[src/agcd_pkg.sv]
// agcd_pkg: shared types and codes for the ack-gated command dispatcher.
// No dependencies.
package agcd_pkg;
	localparam logic [1:0] KIND_CMD  = 2'd0;
	localparam logic [1:0] KIND_RESP = 2'd1;
	localparam logic [1:0] KIND_TICK = 2'd2;

	localparam logic [1:0] ST_TX     = 2'd0;
	localparam logic [1:0] ST_ACK    = 2'd1;
	localparam logic [1:0] ST_NOMATCH = 2'd2;
	localparam logic [1:0] ST_DROP   = 2'd3;

	localparam logic [7:0] TIMEOUT_RESET = 8'd10;

	typedef struct packed {
		logic [3:0]  length;
		logic [7:0]  command;
	} hdr_t;

	function automatic logic [63:0] byte_mask(input logic [3:0] len);
		logic [63:0] m;
		m = '0;
		for (int b = 0; b < 8; b++) begin
			if (len > 4'(b)) m[8*b +: 8] = 8'hFF;
		end
		return m;
	endfunction
endpackage

[src/agcd_match.sv]
// agcd_match: compare unit for one history entry against a response frame.
// Depends on agcd_pkg.
module agcd_match (
	input  logic             entry_acked,
	input  agcd_pkg::hdr_t   entry_hdr,
	input  logic [63:0]      entry_payload,
	input  agcd_pkg::hdr_t   resp_hdr,
	input  logic [63:0]      resp_payload,
	output logic             hit
);
	assign hit = !entry_acked && (entry_hdr == resp_hdr) &&
		(((entry_payload ^ resp_payload) & agcd_pkg::byte_mask(resp_hdr.length)) == 64'd0);
endmodule

[config.mk]
export PLATFORM = sky130hd
export DESIGN_NAME = agcd_match
export DESIGN_NICKNAME = d
export VERILOG_FILES = /design/src/agcd_pkg.sv /design/src/agcd_match.sv
export SDC_FILE = /design/constraint.sdc
export NUM_CORES = 1
export LEC_CHECK = 0
export ABC_AREA = 1
export BUFFER_PORTS_ARGS = -buffer_cell sky130_fd_sc_hd__buf_2
export CAP_MARGIN = 20
export CORE_UTILIZATION = 38
export DETAILED_ROUTE_END_ITERATION = 12
export PLACE_DENSITY = 0.85
export SLEW_MARGIN = 10
export SYNTH_ARGS = -nofsm -noshare
export SYNTH_HDL_FRONTEND = slang
export SYNTH_SLANG_ARGS = --single-unit
[constraint.sdc]
create_clock -name vclk -period 1.2
set_input_delay 0.12 -clock vclk [all_inputs]
set_output_delay 0.12 -clock vclk [all_outputs]
set_load 0.02 [all_outputs]
# After elaboration in Yosys (flattened, before gate mapping)
# Cells that the tools add are included.
# Widths: inputs -> output; s select.
[totals]
regBits = 0
out_inout_bits = 1
[classes]
eq_ne = 1
bitwise_logic = 2
n_lt_le_gt_ge = 8
reduce_logical = 4
muxes = 8
[ops]
columns = ["cell", "count"]
rows = [
  ["$and 64x64->64", 1],
  ["$logic_not 64->1", 1],
  ["$mux 8", 8],
  ["$xor 64x64->64", 1],
  ["$gt 4x3->1 const B", 4],
  ["$eq 12x12->1", 1],
  ["$gt 4x1->1 const B", 2],
  ["$gt 4x2->1 const B", 2],
  ["$logic_and 1x1->1", 2],
  ["$logic_not 1->1", 1],
]

# Depth between registers and ports, before layout
# Gate-level depths: netlist of the first run.
[depth]
depth_word = 5
depth_mapped = 10
ltp_nobuf = 10

# Worst setup path after synthesis of the first run
# OpenSTA, ideal clock, no wires.
[synth_path]
path_type = "input to output"
startpoint = "in resp_hdr[11] in the netlist's numbering"
endpoint = "out hit"
required_time_ns = 1.080
n_path_buf = 1
path_stages = 10
path_slack_ns = -0.058
arrival_time_ns = 1.138
path_cell_list = "buf_6 nor2_8 nand2_4 nand2_1 nand2_1 nor2_1 nand2_1 nor2_1 nand3_1 nor2_1"
[synth_between]
elab_chain_cells = 5
[synth_lines]
columns = ["item", "line", "text"]
rows = [
  ["from (decl)", "agcd_match.sv:7", "input agcd_pkg::hdr_t resp_hdr,"],
  ["$gt 4x1->1, or another cell as far along", "agcd_pkg.sv:24", "if (len > 4'(b)) m[8*b +: 8] = 8'hFF;"],
  ["$mux 8", "agcd_pkg.sv:24", ""],
  ["$and 64x64->64", "agcd_match.sv:12", "(((entry_payload ^ resp_payload) & agcd_pkg::byte_mask(resp_hdr.length)) == 64'd0);"],
  ["$logic_not 64->1", "agcd_match.sv:12", ""],
  ["$logic_and 1x1->1 *", "agcd_match.sv:11", "assign hit = !entry_acked && (entry_hdr == resp_hdr) &&"],
  ["to (decl)", "agcd_match.sv:9", "output logic hit"],
]
# Mark *: on every way between the ends. The rest lies on a longest branch, timed or not.

# Worst setup path after layout of the first run
[layout_path]
startpoint = "in resp_payload[7]"
endpoint = "out hit"
[layout_between]
elab_chain_cells = 4
[layout_lines]
columns = ["item", "line", "text"]
rows = [
  ["from (decl)", "agcd_match.sv:8", "input logic [63:0] resp_payload,"],
  ["$xor 64x64->64", "agcd_match.sv:12", ""],
  ["$and 64x64->64", "agcd_match.sv:12", ""],
  ["$logic_not 64->1", "agcd_match.sv:12", ""],
  ["$logic_and 1x1->1", "agcd_match.sv:11", ""],
]
# No other way between the ends.

==> reports/results.txt, run 1 <==
Register Area - 0 µm²
F_max - 749 MHz
NumNets Final - 654
Rows - 22
Syn nets - 492
# DRC - 0
P per Cell Area - 302 nW/µm²
Setup Buffers After CTS - 0
Layout cell share with drive strength beyond 1 - 38.3%
Die ar. - 4290 µm²
Critical path fanouts, max - 2
GP Congestion - 0.726
Mapped Cells - 339
Vias/cell - 4.23
Clk_buf instances - 0
GRT Overall Usage - 20.1%
Initial core utilization - 40.7%
# fillers - 377
Top post-synthesis cells by area - nand2_1 37%, inv_1 16%, xnor2_1 13%
Crit path DAT - 1220 ps
Fin. Hold Viols - 0
Num sequential - 0
Via count - 2315
RSZ-0062 raised after global routing - true
Failing checks - setup timing
Boundary Pins - 154
Outcome - complete, but fails checks
Required time worst endpoint - 1080 ps
Area taken by multi-input logic gates - 1320 µm²
Setup slack after placement - -224 ps
Total grt overflow - 0
Top cell type's share of synthesized area - 37.2%
Die height - 65.5 µm
Register area share after synthesis - 0%
Post-DP HPWL - 3.99 mm
Avg WL per Cell - 8.00 µm
Yosys warns - 0
Clock period minus worst slack - 1340 ps
Layout Cells excl Fill - 547
Synth-to-layout area growth - 61.2%
# placed instances - 547
Syn_area_per_cell - 4.52 µm²
Remaining antenna violation count - 0
Vias in the first global route - 1921
Critical path type - in -> out
Slew Limit Fails - 0
Worst Setup End Kind - output port
Ant. Diodes - 0
Setup TNS - -135 ps
Post-synthesis cell type count - 13
Largest net degree at the start of global routing - 9
Worst-Margin Slew - 190 ps
Final Setup Violations - 1
Input/output buffers - 154
Final design utilization - 65.6%
Most frequent cell after synthesis - nand2_1
Max IR drop VDD - 0.168 mV
Pre-antenna DRT Iters - 4
Core Area - 3770 µm²
Final worst setup slack - -135 ps
Largest area contributor in the netlist - nand2_1
Worst rel slew slack - 87.3%
LEAKAGE - 1.71 nW
Design Area, Final - 2470 µm²
Hold Path Class - in -> out
Synth Cell Area - 1530 µm²
Critical Path Source Type - input pin
Die X - 65.5 µm
First-pass GRT wire length - 7.16 mm
Initial DRC Count - 43
Post-synth top cells - 152 x nand2_1, 66 x inv_1, 42 x nor2_1, 28 x nand3_1, 23 x xnor2_1
Final worst-path cycle share - 111%
Placed instance area - 2410 µm²
Final wirelength - 4.38 mm
Hold Buf Count CTS - 0
Initial antenna violation count - 0
Max-cap violations - 0
-- cells by family (layout without fill, tap and decap cells) --
group / Yosys count / count (layout) / synth area share [%]
AO/OA/AOI/OAI: 3 / 3 / 0.979
XOR/XNOR: 28 / 28 / 16.0
buffers and inverters: 67 / 227 / 16.9
AND/OR/NAND/NOR: 241 / 241 / 66.1
-- final timing paths --
| kind | startpoint | to | slack, ps | cells past startpoint |
|---|---|---|---|---|
| max | resp_payload[7] | hit | -140 | 10 |
| min | entry_payload[38] | hit | 810 | 9 |
-- layout by cell type (no fill, tap or decap), types with 4 or more instances in the layout --
cell type,instances
nand3_1,24
xnor2_1,23
nand3_2,4
nand2_4,4
or2_2,11
xor2_1,5
inv_1,63
buf_4,7
buf_2,151
nand2_1,150
nor2_1,39
-- report_power, final --
group	switching [mW]	internal, mW
Clock	0	0
Combinational	0.344	0.403
Sequential	0	0
Total	0.344	0.403
-- area by class of cell --
cell class	instances	share of cell area (%)
tap	48	2.43
multi-input combinational	272	53.5
timing repair buffer	161	34.1
inverter	66	10.0
-- metrics by stage --
stage	hold slack (ps)	power (mW)
4_1_cts	812	0.746
3_5_place_dp	836	0.724
6_report	812	0.747
3_3_place_gp	838	0.706
5_1_grt	867	0.860
2_1_floorplan	544	0.373
-- layer usage --
metal / up-vias / track usage [%] / part of all wire (%)
met5: - / 0 / 0
met4: 0 / 2.72 / 0.85
met3: 4 / 1.74 / 6.2
met2: 78 / 40.9 / 52
met1: 925 / 22.3 / 41
li1: 1308 / - / -
-- worst max-delay path, stage by stage --
cell     delay, ps
buf_2          100
or2_2          310
nand3_2         90
nand2_2         50
nor2_1         100
nand2_1         50
nor2_1          90
nand3_1         90
nor2_2         100
buf_6          120
-- timing repair --
item                       4_1_cts  5_1_grt
setup endpoints to repair        1        1
gates resized for setup         18        3
pin swaps                        9        6
(Power assumes the default switching activity.)
==> run 2: changes to the inputs <==
--- a/config.mk
+++ b/config.mk
@@ -6,7 +6,7 @@
 export NUM_CORES = 1
 export LEC_CHECK = 0
 export ABC_AREA = 1
-export BUFFER_PORTS_ARGS = -buffer_cell sky130_fd_sc_hd__buf_2
+export BUFFER_PORTS_ARGS = -buffer_cell sky130_fd_sc_hd__clkbuf_2
 export CAP_MARGIN = 20
 export CORE_UTILIZATION = 38
 export DETAILED_ROUTE_END_ITERATION = 12
==> run 2 against run 1 <==
- the run still ends with setup timing left
- via count rose by 0.52%
- fmax fell by 2.8%
- final cell count did not move
- power rose by 0.44%
- global-route usage fell by 0.69 points
- sequential cell count did not move
- critical endpoint unchanged
==> reports/results.txt, run 2 (same netlist as run 1, synthesis figures left out) <==
NumNets Final - 654 (unchanged)
Num sequential - 0 (unchanged)
Most common cell after layout, fill and taps aside - clkbuf_2
Final wirelength - 4.35 mm (-0.69%)
Final Setup Violations - 1 (unchanged)
Initial DRC Count - 34 (-21%)
Boundary Pins - 154 (unchanged)
# fillers - 359 (-4.8%)
Register Area - 0 µm² (unchanged)
Slew Limit Fails - 0 (unchanged)
Required time worst endpoint - 1080 ps (about the same)
LEAKAGE - 1.75 nW (+2.0%)
Combinational cell fraction of total power - 100.0% (about the same)
Hold Path Class - in -> out
Layout cell share with drive strength beyond 1 - 38.5% (+0.20 points)
Clock share of power - 0% (unchanged)
Final worst setup slack - -173 ps (-37.8 ps)
Synth-to-layout area growth - 62.2%
Crit path DAT - 1250 ps (+30 ps)
Placed instance area - 2410 µm² (unchanged)
P per Cell Area - 302 nW/µm² (-0.21%)
Worst rel slew slack - 88.6% (+1.3 points)
Die ar. - 4290 µm² (unchanged)
Ant. Diodes - 0 (unchanged)
Setup TNS - -173 ps (-37.8 ps)
Via count - 2327 (+0.52%)
Setup slack after placement - -225 ps (-0.870 ps)
Rows - 22 (unchanged)
Pre-antenna DRT Iters - 4 (unchanged)
Max IR drop VDD - 0.173 mV (+2.8%)
Largest net degree at the start of global routing - 9 (unchanged)
Initial antenna violation count - 0 (unchanged)
Critical path type - in -> out
Die height - 65.5 µm (unchanged)
# DRC - 0 (unchanged)
Core Area - 3770 µm² (unchanged)
Initial core utilization - 40.7% (unchanged)
Critical path fanouts, max - 8 (+6)
GRT Overall Usage - 19.4% (-0.69 points)
First-pass GRT wire length - 6.99 mm (-2.3%)
Design Area, Final - 2490 µm² (+0.66%)
Commonest non-fill, non-tap cells in the layout - 151 x clkbuf_2, 150 x nand2_1, 63 x inv_1
Total grt overflow - 0 (unchanged)
Die X - 65.5 µm (unchanged)
Critical Path Source Type - input pin
Clk_buf instances - 0 (unchanged)
Remaining antenna violation count - 0 (unchanged)
GP Congestion - 0.730 (+0.50%)
RSZ-0062 raised after global routing - true
Worst Setup End Kind - output port
Worst-Margin Slew - 170 ps (-20.2 ps)
Clock period minus worst slack - 1370 ps (+37.8 ps)
Vias/cell - 4.25 (+0.52%)
Reg power frac - 0% (unchanged)
Switching Power - 343 µW (-0.48%)
Final worst-path cycle share - 114% (+3.2 points)
Vias in the first global route - 1962 (+2.1%)
Input/output buffers - 154 (unchanged)
Fin. Hold Viols - 0 (unchanged)
Outcome - complete, but fails checks
Post-DP HPWL - 4.06 mm (+1.7%)
Max-cap violations - 0 (unchanged)
F_max - 728 MHz (-2.8%)
Avg WL per Cell - 7.94 µm (-0.69%)
Net Sw Frac - 45.7% (-0.42 points)
P_int - 408 µW (+1.2%)
Failing checks - setup timing
run 2: cell types whose count changed in the layout (fill, tap and decap cells not counted), moves of 2 or more:
cell	before	now
or2_4	2	0
buf_6	3	1
or2_2	11	13
buf_2	151	0
clkbuf_2	0	151
run 2: path summary, 6_finish.rpt:
| path | cells after the start | slack, ps | endpoint | startpoint |
|---|---|---|---|---|
| setup / recovery | 11 | -170 | hit | resp_hdr[11] |
| hold / removal | 9 | 840 | hit | entry_hdr[9] |
run 2: layer usage:
metal	GRT usage, %	routed length (µm)	vias to the layer above
met5	0	0	-
met1	21.0	1810	925
met2	39.4	2200	84
met3	2.08	308	6
met4	3.53	34	0
li1	-	-	1312
run 2: area by class of cell:
cell class / count / area [µm²] / share of cell area [%]
multi-input cells: 272 / 1320 / 52.8
repair buffers: 161 / 866 / 34.8
well taps: 48 / 60.1 / 2.41
inverters: 66 / 248 / 9.95
run 2: power by group through the flow:
stage | clock network (mW) | registers [mW] | logic (mW)
CTS | 0 | 0 | 0.744
global placement | 0 | 0 | 0.707
global route | 0 | 0 | 0.857
finish | 0 | 0 | 0.750
floorplan | 0 | 0 | 0.373
detailed placement | 0 | 0 | 0.727
run 2: critical path: stages:
cell	delay [ps]
clkbuf_16	140
nor2_8	140
nand2_4	110
nand3_2	90
nand2_1	60
nor2_1	100
nand2_1	60
nor2_1	100
nand3_1	100
nor2_2	90
clkbuf_8	150
run 2: timing repair:
item	CTS	global route
buffers inserted	0	0
pin swaps	14	18
gates cloned	0	0
resized for setup	12	10
setup endpoints to repair	1	1
hold buffers	0	0
endpoints found under the hold margin	0	0
run 2: per-stage QoR:
stage               total power, mW  util [%]  hold slack, ps  cells
global placement              0.707      63.9             838    547
CTS                           0.744      65.1             846    547
finish                        0.750      66.0             836    547
floorplan                     0.373         -             544    339
global route                  0.857      66.0             884    547
detailed placement            0.727      63.9             845    547
